**src/sv/bcg_pkg.sv**
```systemverilog
package bcg_pkg;

  localparam int unsigned VOLT_W = 15;
  localparam int unsigned PCT_W  = 7;

  localparam int unsigned VOLT_FRAC_BITS_DEF = 10;
  localparam int unsigned COEF_FRAC_BITS_DEF = 24;

  // floor(x / 5) == (x * FILT_RECIP) >> FILT_SHIFT for x < 2^FILT_W
  localparam int unsigned FILT_W     = 18;
  localparam int unsigned RECIP_W    = 19;
  localparam int unsigned FILT_RECIP = 419431;
  localparam int unsigned FILT_SHIFT = 21;

  // Integer bits above the coefficient fraction held by the Horner accumulator
  localparam int unsigned ACC_INT_W = 17;

  localparam logic [PCT_W-1:0] PCT_MAX = PCT_W'(100);

  typedef enum logic [3:0] {
    ST_IDLE,
    ST_VOLT,
    ST_MUL1,
    ST_ADD1,
    ST_MUL2,
    ST_ADD2,
    ST_MUL3,
    ST_ADD3,
    ST_DONE
  } state_t;

  typedef enum logic [1:0] {
    STEP_B,
    STEP_C,
    STEP_D
  } step_t;

  typedef struct packed {
    logic  load_filt;
    logic  load_volt;
    logic  mul;
    logic  add;
    step_t step;
    logic  write_out;
  } dp_cmd_t;

  typedef struct packed {
    logic in_poly;
  } dp_status_t;

endpackage

```
**src/sv/bcg_ctrl.sv**
```systemverilog
module bcg_ctrl (
  input  logic                clk,
  input  logic                rst,
  input  logic                sample_valid,
  output logic                sample_ready,
  output logic                result_valid,
  input  logic                result_ready,
  input  bcg_pkg::dp_status_t status,
  output bcg_pkg::dp_cmd_t    cmd
);

  bcg_pkg::state_t state;
  bcg_pkg::state_t state_next;
  logic            out_free;

  assign out_free = !result_valid || result_ready;

  always_ff @(posedge clk) begin
    if (rst) begin
      state        <= bcg_pkg::ST_IDLE;
      result_valid <= 1'b0;
    end else begin
      state <= state_next;
      if (cmd.write_out) begin
        result_valid <= 1'b1;
      end else if (result_ready) begin
        result_valid <= 1'b0;
      end
    end
  end

  always_comb begin
    state_next = state;
    case (state)
      bcg_pkg::ST_IDLE: if (sample_valid) state_next = bcg_pkg::ST_VOLT;
      bcg_pkg::ST_VOLT: begin
        state_next = status.in_poly ? bcg_pkg::ST_MUL1 : bcg_pkg::ST_DONE;
      end
      bcg_pkg::ST_MUL1: state_next = bcg_pkg::ST_ADD1;
      bcg_pkg::ST_ADD1: state_next = bcg_pkg::ST_MUL2;
      bcg_pkg::ST_MUL2: state_next = bcg_pkg::ST_ADD2;
      bcg_pkg::ST_ADD2: state_next = bcg_pkg::ST_MUL3;
      bcg_pkg::ST_MUL3: state_next = bcg_pkg::ST_ADD3;
      bcg_pkg::ST_ADD3: state_next = bcg_pkg::ST_DONE;
      bcg_pkg::ST_DONE: if (out_free) state_next = bcg_pkg::ST_IDLE;
      default:          state_next = bcg_pkg::ST_IDLE;
    endcase
  end

  always_comb begin
    sample_ready  = 1'b0;
    cmd.load_filt = 1'b0;
    cmd.load_volt = 1'b0;
    cmd.mul       = 1'b0;
    cmd.add       = 1'b0;
    cmd.step      = bcg_pkg::STEP_B;
    cmd.write_out = 1'b0;
    case (state)
      bcg_pkg::ST_IDLE: begin
        sample_ready  = 1'b1;
        cmd.load_filt = sample_valid;
      end
      bcg_pkg::ST_VOLT: cmd.load_volt = 1'b1;
      bcg_pkg::ST_MUL1,
      bcg_pkg::ST_MUL2,
      bcg_pkg::ST_MUL3: cmd.mul = 1'b1;
      bcg_pkg::ST_ADD1: begin
        cmd.add  = 1'b1;
        cmd.step = bcg_pkg::STEP_B;
      end
      bcg_pkg::ST_ADD2: begin
        cmd.add  = 1'b1;
        cmd.step = bcg_pkg::STEP_C;
      end
      bcg_pkg::ST_ADD3: begin
        cmd.add  = 1'b1;
        cmd.step = bcg_pkg::STEP_D;
      end
      bcg_pkg::ST_DONE: cmd.write_out = out_free;
      default: ;
    endcase
  end

endmodule

```
**src/sv/bcg_datapath.sv**
```systemverilog
module bcg_datapath #(
  parameter int unsigned VOLT_FRAC_BITS = bcg_pkg::VOLT_FRAC_BITS_DEF,
  parameter int unsigned COEF_FRAC_BITS = bcg_pkg::COEF_FRAC_BITS_DEF
) (
  input  logic                        clk,
  input  logic                        rst,
  input  bcg_pkg::dp_cmd_t            cmd,
  output bcg_pkg::dp_status_t         status,
  input  logic [bcg_pkg::VOLT_W-1:0]  sample_voltage,
  output logic [bcg_pkg::PCT_W-1:0]   charge_percent,
  output logic [bcg_pkg::VOLT_W-1:0]  smoothed_voltage
);

  localparam int unsigned VW      = bcg_pkg::VOLT_W;
  localparam int unsigned FW      = bcg_pkg::FILT_W;
  localparam int unsigned FPROD_W = bcg_pkg::FILT_W + bcg_pkg::RECIP_W;
  localparam int unsigned W       = COEF_FRAC_BITS + bcg_pkg::ACC_INT_W;
  localparam int unsigned P       = W + VW + 1;
  localparam int unsigned IW      = W - COEF_FRAC_BITS;

  localparam logic [VW-1:0] PREV_RESET =
    VW'(((64'd224 << VOLT_FRAC_BITS) + 64'd5) / 64'd10);

  localparam logic [31:0] TH_LO  = 32'(64'd39 << VOLT_FRAC_BITS);
  localparam logic [31:0] TH_MID = 32'(64'd219 << VOLT_FRAC_BITS);
  localparam logic [31:0] TH_HI  = 32'(64'd51 << VOLT_FRAC_BITS);

  // Lower cubic (below 21.9 V)
  localparam logic signed [W-1:0] A1 =
    W'(((64'd5664 << COEF_FRAC_BITS) + 64'd5000) / 64'd10000);
  localparam logic signed [W-1:0] B1 =
    W'(((64'd3386 << COEF_FRAC_BITS) + 64'd50) / 64'd100);
  localparam logic signed [W-1:0] C1 =
    W'(((64'd6765 << COEF_FRAC_BITS) + 64'd5) / 64'd10);
  localparam logic signed [W-1:0] D1 = W'(64'd4517 << COEF_FRAC_BITS);
  // Upper cubic (21.9 V and up)
  localparam logic signed [W-1:0] A2 =
    W'(((64'd2269 << COEF_FRAC_BITS) + 64'd500) / 64'd1000);
  localparam logic signed [W-1:0] B2 =
    W'(((64'd1654 << COEF_FRAC_BITS) + 64'd5) / 64'd10);
  localparam logic signed [W-1:0] C2 = W'(64'd4034 << COEF_FRAC_BITS);
  localparam logic signed [W-1:0] D2 = W'(64'd32840 << COEF_FRAC_BITS);

  logic [VW-1:0]         prev;
  logic [FW-1:0]         filt_sum;
  logic [FPROD_W-1:0]    fprod;
  logic [VW-1:0]         v;
  logic                  below_lo;
  logic                  below_mid;
  logic                  at_hi;
  logic [VW-1:0]         vreg;
  logic                  upper;
  logic                  in_poly;
  logic                  hi_sat;
  logic signed [W-1:0]   acc;
  logic signed [P-1:0]   prod;
  logic signed [P-1:0]   prod_sh;
  logic signed [VW:0]    vs;
  logic signed [W-1:0]   coef;
  logic [IW-1:0]         ipart;
  logic [bcg_pkg::PCT_W-1:0] pct;

  assign filt_sum = FW'(3) * FW'(sample_voltage) + FW'(2) * FW'(prev) + FW'(2);

  assign v         = fprod[bcg_pkg::FILT_SHIFT +: VW];
  assign below_lo  = (32'(v) << 1) < TH_LO;
  assign below_mid = (32'(v) * 32'd10) < TH_MID;
  assign at_hi     = (32'(v) << 1) >= TH_HI;
  assign status.in_poly = !below_lo && !at_hi;

  assign vs      = $signed({1'b0, vreg});
  assign prod_sh = prod >>> VOLT_FRAC_BITS;

  always_comb begin
    case (cmd.step)
      bcg_pkg::STEP_B: coef = upper ? -B2 : -B1;
      bcg_pkg::STEP_C: coef = upper ? C2 : C1;
      bcg_pkg::STEP_D: coef = upper ? -D2 : -D1;
      default:         coef = '0;
    endcase
  end

  assign ipart = acc[W-1:COEF_FRAC_BITS];

  always_comb begin
    if (!in_poly) begin
      pct = hi_sat ? bcg_pkg::PCT_MAX : '0;
    end else if (acc <= 0) begin
      pct = '0;
    end else if (ipart > IW'(bcg_pkg::PCT_MAX)) begin
      pct = bcg_pkg::PCT_MAX;
    end else begin
      pct = ipart[bcg_pkg::PCT_W-1:0];
    end
  end

  always_ff @(posedge clk) begin
    if (rst) begin
      prev <= PREV_RESET;
    end else if (cmd.load_volt) begin
      prev <= v;
    end
  end

  always_ff @(posedge clk) begin
    if (cmd.load_filt) begin
      fprod <= FPROD_W'(filt_sum) * FPROD_W'(bcg_pkg::FILT_RECIP);
    end
    if (cmd.load_volt) begin
      vreg    <= v;
      upper   <= !below_mid;
      in_poly <= status.in_poly;
      hi_sat  <= at_hi;
      acc     <= below_mid ? A1 : A2;
    end
    if (cmd.mul) begin
      prod <= P'(acc) * P'(vs);
    end
    if (cmd.add) begin
      acc <= $signed(prod_sh[W-1:0]) + coef;
    end
    if (cmd.write_out) begin
      charge_percent   <= pct;
      smoothed_voltage <= vreg;
    end
  end

endmodule

```
**src/sv/battery_charge_gauge_top.sv**
```systemverilog
// Battery charge gauge. Each sample item is smoothed (0.6 sample + 0.4 previous,
// previous starting at 22.4 V) and the smoothed voltage is mapped to a charge
// percentage: 0 below 19.5 V, 100 at or above 25.5 V, a cubic in between (split
// at 21.9 V), truncated and saturated to 0..100. One result item per sample.
// The result is registered after the filter and threshold check and, when the
// cubic is evaluated, three Horner steps through one shared multiplier, each a
// multiply state then an add state; when the voltage lies outside the cubic range
// the threshold check leads straight to the output step. The next sample can be
// accepted in the cycle after the result is registered. A new sample is taken
// while the previous result still waits in the output register; the block then
// holds in its last step until that register is free.
module battery_charge_gauge_top #(
  parameter int unsigned VOLT_FRAC_BITS = bcg_pkg::VOLT_FRAC_BITS_DEF,
  parameter int unsigned COEF_FRAC_BITS = bcg_pkg::COEF_FRAC_BITS_DEF
) (
  input  logic                        clk,
  input  logic                        rst,
  input  logic                        sample_valid,
  output logic                        sample_ready,
  input  logic [bcg_pkg::VOLT_W-1:0]  sample_voltage,
  output logic                        result_valid,
  input  logic                        result_ready,
  output logic [bcg_pkg::PCT_W-1:0]   charge_percent,
  output logic [bcg_pkg::VOLT_W-1:0]  smoothed_voltage
);

  bcg_pkg::dp_cmd_t    cmd;
  bcg_pkg::dp_status_t status;

  bcg_ctrl u_ctrl (
    .clk          (clk),
    .rst          (rst),
    .sample_valid (sample_valid),
    .sample_ready (sample_ready),
    .result_valid (result_valid),
    .result_ready (result_ready),
    .status       (status),
    .cmd          (cmd)
  );

  bcg_datapath #(
    .VOLT_FRAC_BITS (VOLT_FRAC_BITS),
    .COEF_FRAC_BITS (COEF_FRAC_BITS)
  ) u_dp (
    .clk              (clk),
    .rst              (rst),
    .cmd              (cmd),
    .status           (status),
    .sample_voltage   (sample_voltage),
    .charge_percent   (charge_percent),
    .smoothed_voltage (smoothed_voltage)
  );

endmodule

```
**config.mk**
```make
export PLATFORM = sky130hd
export DESIGN_NAME = battery_charge_gauge_top
export DESIGN_NICKNAME = d
export VERILOG_FILES = /design/src/sv/bcg_pkg.sv /design/src/sv/bcg_ctrl.sv /design/src/sv/bcg_datapath.sv /design/src/sv/battery_charge_gauge_top.sv
export SDC_FILE = /design/constraint.sdc
export NUM_CORES = 2
export LEC_CHECK = 0
export BUFFER_PORTS_ARGS = -buffer_cell sky130_fd_sc_hd__buf_2
export CORE_MARGIN = 4
export CORE_UTILIZATION = 45
export CTS_CLUSTER_SIZE = 30
export DETAILED_ROUTE_END_ITERATION = 10
export HOLD_SLACK_MARGIN = 0.02
export PLACE_DENSITY = 0.57
export SETUP_SLACK_MARGIN = 0.5
export SLEW_MARGIN = 20
export SYNTH_ARGS = -nofsm -noshare
export SYNTH_HDL_FRONTEND = slang
export SYNTH_HIERARCHICAL = 1
export SYNTH_SLANG_ARGS = --single-unit
```
**constraint.sdc**
```tcl
create_clock -name clk -period 20.8 [get_ports clk]
set_input_delay 4.16 -clock clk [delete_from_list [all_inputs] [get_ports clk]]
set_output_delay 4.16 -clock clk [all_outputs]
set_load 0.1 [all_outputs]
```
* Word-level counts from Yosys, hierarchy flattened
Index checks and enable logic that the tools add are counted.
Storage, ports and cells: output and inout port bits 24, bits in read-only memories 0, bits in writable memories 0, latch bits 0, memories kept 0, input bits 19, register bits after elaboration 188
Cells by class: $add $sub $neg 3, reductions and logical operators 12, $mul 4, div/mod/pow operators 0, shift operators 0, muxes and demuxes 23, bitwise logic cells 0, $lt $le $gt $ge 5, equal/unequal tests 12
Operators by type and width (count):
- $pmux 41 s3 | 1
- $mux 41 | 2
- $mul 41x16->51 | 1
- $add 41x41->41 | 1
- $le 41x1->1 const B | 1
- $mux 40 | 1
- $mul 18x19->36 const B | 1
- $mux 36 | 1
- $pmux 4 s9 | 1
- $mux 32 | 1
- $mux 7 | 4
- $mux 26 | 1
- $lt 19x18->1 const B | 1
- $add 17x16->18 | 1
- $add 18x2->18 const B | 1
- $mul 15x3->18 const B | 1
- $gt 17x7->1 const B | 1
- $mul 2x15->17 const A | 1
- $eq 4x3->1 const B | 4
- $ge 16x16->1 const B | 1
- $lt 16x16->1 const B | 1
- $mux 4 | 3
- $pmux 3 s3 | 1
- $eq 4x2->1 const B | 2
- other kinds (15) | 25

* Logic depth before layout (Yosys ltp)
depth in word-level cells 6, mapped depth 37, mapped depth without buffers 37

* By module
Netlist, hierarchy kept.
Modules (own cells, without submodules):
- bcg_datapath | sequential area each 4414.2 µm², area each 32110.8 µm², cells an instance 3317, times used 1
- bcg_ctrl | sequential area each 100.1 µm², area each 317.8 µm², cells an instance 36, times used 1

* Worst setup path after synthesis
OpenSTA, ideal clock, no wires.
kind in2reg, start input port sample_voltage[1] in the netlist's numbering, end register u_dp.fprod[30], data pin, required time 20.542 ns, setup slack 8.797 ns, arrival 11.745 ns, setup time 0.258 ns, stages on the path 31, buffers on the path 0, cell sequence fa_1 -> ha_1 -> a21o_1 -> a21oi_1 -> nor2b_1 -> o21ai_0 -> a21oi_1 -> nand4_1 -> a31oi_1 -> a41oi_1 -> nor3b_1 -> a211oi_1 -> fa_1 -> fa_1 -> inv_1 -> fa_1 -> fa_1 -> inv_1 -> fa_1 -> fa_1 -> ha_1 -> a21o_1 -> a21oi_1 -> o211ai_1 -> a311oi_1 -> o211ai_1 -> nand2_1 -> o22ai_1 -> or3_1 -> a31oi_1 -> xnor2_1
Between the ends: word-level cells in the longest chain between the ends 4
RTL lines:
- from (decl) | line battery_charge_gauge_top.sv:20 | input logic [bcg_pkg::VOLT_W-1:0] sample_voltage,
- $mul 2x15->17 | line bcg_datapath.sv:63 | assign filt_sum = FW'(3) * FW'(sample_voltage) + FW'(2) * FW'(prev) + FW'(2);
- $add 17x16->18 | line bcg_datapath.sv:63
- $add 18x2->18 | line bcg_datapath.sv:63
- $mul 18x19->36 | line bcg_datapath.sv:107 | fprod <= FPROD_W'(filt_sum) * FPROD_W'(bcg_pkg::FILT_RECIP);
- to (signal assigned) | line bcg_datapath.sv:107
- to (decl) | line bcg_datapath.sv:46 | logic [FPROD_W-1:0] fprod;
Every way passes these cells. A chain may end at the register's enable or synchronous reset.

* Worst setup path in the final report
Same ends and word-level chain as after synthesis.

==> summary.md <==
| Metric | Value |
|---|---|
| Run status | `completed` |
| I/O pin count | `43` |
| Worst reg2reg path startpoint | `u_dp/prev[1]` |
| Synthesized area | `roughly 32000 µm²` |
| Actual slew at the worst max-slew pin | `about 1100 ps` |
| Proportion of register bits with asynchronous set or reset after synthesis | `0%` |
| Share of cells above drive strength 1 | `around 4.1%` |
| Setup crit start | `sample_voltage[1]` |
| Max stage delay cell, worst path | `sky130_fd_sc_hd__fa_1` |
| DPL Wire Length | `64600 µm` |
| Number of different library cells in the post-synthesis netlist | `78` |
| Initial antenna violation count | `3` |
| Std cell rows | `between 90 and 100` |
| Height of the chip | `~280 µm` |
| Via-per-instance ratio | `5.29` |
| Number of global-route vias before repair | `between 20000 and 25000` |
| Iteration count of the initial detailed-routing pass | `7` |
| Syn Nets | `roughly 4300` |
| Number of max-slew violations in the final report | `0` |
| Final routed wire length divided by cell count | `19.5 µm` |
| Routed vias | `~23000` |
| Most common cell after layout, fill and taps aside | `sky130_fd_sc_hd__inv_1` |
| Overflow left after global routing | `0` |
| Max-cap check violation count | `0` |
| Worst setup timing slack at the placement stage | `between 7000 and 8000 ps` |
| Kind of start point of the critical path | `input pin` |
| Relative max-transition margin | `around a quarter` |
| Slowest stage delay, CP | `around 570 ps` |
| Post-cts resize count | `0` |
| Wire length of the first global-routing pass | `around 140000 µm` |
| First DRT Iteration DRCs | `about 1200` |
| Top area cells in the synthesized netlist | `sky130_fd_sc_hd__fa_1 (39%), sky130_fd_sc_hd__edfxtp_1 (13%), sky130_fd_sc_hd__ha_1 (12%), sky130_fd_sc_hd__inv_1 (8.2%), sky130_fd_sc_hd__and2_1 (5.7%)` |
| Max Fclk | `a little under 80 MHz` |
| Horizontal extent of the die | `276 µm` |
| Hold Buf Count CTS | `0` |
| Post-detailed-routing wire length | `between 80000 and 90000 µm` |
| Net count reported at finish | `about 4300` |
| Critical path endpoint category | `flip-flop` |
| Post-CTS Setup Bufs | `0` |
| Fraction of synthesized cell area taken by the top area cell type | `39.3%` |
| Setup-failing EPs final | `0` |
| Setup repair after global routing missed its margin | `false` |
| Fill cell total of the finished layout | `6713` |
| Gpl congestion | `slightly below 0.9` |
| CP Data Required Time | `~21000 ps` |
| Synthesis-stage register bit count | `around 160` |
| Root cell of the clock tree | `sky130_fd_sc_hd__clkbuf_16` |
| Most area-hungry cell type in the Yosys netlist | `sky130_fd_sc_hd__fa_1` |
| Die ar. | `76400 µm²` |
| Post-layout worst setup margin | `7910 ps` |
| Share of the yosys chip area belonging to registers | `13.9%` |
| Flip-flop cell with the highest count after synthesis | `sky130_fd_sc_hd__edfxtp_1` |
| Clock Latency Late Sink | `490 ps` |
| Summed negative setup slack over all endpoints | `0 ps` |
| Largest fanout on the critical path | `4` |
| Final setup skew | `around 20 ps` |
| Initial standard-cell utilization of the core | `between 40% and 50%` |
| Number of nets with antenna violations after routing | `0` |
| Share of the cycle needed by the critical path after routing | `62.0%` |
| Hold Crit Start | `u_dp/prod[10]` |
| Post-Synthesis Mean Instance Area | `approximately 9.7 µm²` |
| Number of port buffers | `42` |
| Total routing usage reported by global routing | `between 20% and 30%` |
| Commonest cells after routing, fill and taps aside | `sky130_fd_sc_hd__inv_1 (709), sky130_fd_sc_hd__fa_1 (636), sky130_fd_sc_hd__nand2_1 (413)` |
| Yosys synthesis warning count | `6` |
| H-tree Lvls | `4` |
| Placeable core area | `71500 µm²` |
| TritonCTS clock tree | `done` |
| Crit Path Class | `in2reg` |
| Time the final worst path needs with I/O delays and setup | `~13000 ps` |
| Final count of hold timing violations | `0` |
| Post-synthesis instance total | `3353` |
| Pin count of the biggest net entering global routing | `between 40 and 50` |
| Num CTS Buffers | `17` |
| Clock input transition at the sequential cells of the worst setup and hold paths | `around 70 ps` |
| Signed area change from the synthesized netlist to the final layout | `5.40%` |
| Number of synthesized flops with an enable pin | `137` |
| CP arrival | `around 13000 ps` |
| CP most frequent cell | `sky130_fd_sc_hd__fa_1` |
| Largest buffer count on any clock path | `2` |
| Clock tree sinks | `about 160` |
| DRC errors left | `0` |
| Tightest Hold Check Type | `reg2reg` |
-- layer usage --
layer / GRT usage (%) / part of all wire, %
met3: 2.36 / 4.1
met5: 0 / 0
met2: 39.9 / 51
met1: 29.8 / 43
met4: 5.50 / 2.2
-- cell families (layout without fill, tap and decap cells) --
kind of cell    Yosys count  count (layout)  share of synthesized area (%)
simple gates            963             963                           14.7
fa+ha+maj               953             953                           51.5
buf+inv                 830             809                           9.68
compound gates          319             319                           6.62
flops                   157             157                           13.9
xor+xnor                122             122                           3.29
mux                       9               9                          0.282
other cells               0               1                              0
-- registers in the layout, summed over array words and instances (netlist names) --
register	flops
u_ctrl/result_valid	1
u_ctrl/state	4
u_dp/acc	41
u_dp/charge_percent	7
u_dp/fprod	15
u_dp/hi_sat	1
u_dp/in_poly	1
u_dp/prev	15
u_dp/prod	41
u_dp/smoothed_voltage	15
u_dp/upper	1
u_dp/vreg	15
-- final cells by class --
class / instances / area (µm²) / area share [%]
well taps: 950 / 1190 / 3.48
flip-flops and latches: 157 / 4510 / 13.2
clock buffers: 17 / 425 / 1.24
multi-input cells: 2366 / 24800 / 72.5
repair buffers: 68 / 428 / 1.25
clock inverters: 15 / 170 / 0.498
diodes: 1 / 2.50 / 0.00732
inverters: 709 / 2660 / 7.79
-- synth_stat cells, types with 9 or more instances --
cell type                  instances
sky130_fd_sc_hd__nor3_1           27
sky130_fd_sc_hd__o21bai_1         12
sky130_fd_sc_hd__nor2b_1          22
sky130_fd_sc_hd__a211o_1          13
sky130_fd_sc_hd__nand4_1          11
sky130_fd_sc_hd__fa_1            636
sky130_fd_sc_hd__a31oi_1           9
sky130_fd_sc_hd__ha_1            317
sky130_fd_sc_hd__dfxtp_1          20
sky130_fd_sc_hd__nor4_1           11
sky130_fd_sc_hd__o211ai_1          9
sky130_fd_sc_hd__a21oi_1         109
sky130_fd_sc_hd__a211oi_1         13
sky130_fd_sc_hd__a21o_1           41
sky130_fd_sc_hd__and3_1           13
sky130_fd_sc_hd__xnor2_1          87
sky130_fd_sc_hd__inv_1           709
sky130_fd_sc_hd__nand2_1         413
sky130_fd_sc_hd__nand3_1          27
sky130_fd_sc_hd__or2_2             9
sky130_fd_sc_hd__o21ai_0          40
sky130_fd_sc_hd__edfxtp_1        137
sky130_fd_sc_hd__clkbuf_1        113
sky130_fd_sc_hd__o21a_1           10
sky130_fd_sc_hd__xor2_1           35
sky130_fd_sc_hd__nor2_1           86
sky130_fd_sc_hd__nand2b_1         24
sky130_fd_sc_hd__and2_1          294
-- per-stage QoR --
stage | std cells | hold WS (ps) | instance area, µm² | utilization (%)
final | 4283 | 523 | 34200 | 47.8
after global routing | 4282 | 558 | 34200 | 47.8
after CTS | 4282 | 524 | 34200 | 47.8
after detailed placement | 4250 | 513 | 33600 | 47.0
after global placement | 4247 | 493 | 33500 | 46.9
after floorplan | 3353 | 441 | 32400 | -
-- path summary, 6_finish.rpt --
check / to / slack (ps) / cells after the start
worst min-delay path: u_dp/acc[0] / 520 / 1
worst min register to register: u_dp/acc[0] / 520 / 1
worst max register to register: u_dp/fprod[30] / 11360 / 31
worst max-delay path: u_dp/fprod[30] / 7910 / 32
-- critical path, delay by kind of cell --
family,cells,cell delay [ps]
adders and majority gates,9,4080
buffers and inverters,3,220
AOI/OAI and AO/OA,14,3610
and+or+nand+nor,5,920
xor gates and xnor gates,1,80
Power is left out: the tool's default activity adds up to more than one toggle a clock period on the data nets, which glitch-free logic cannot reach.
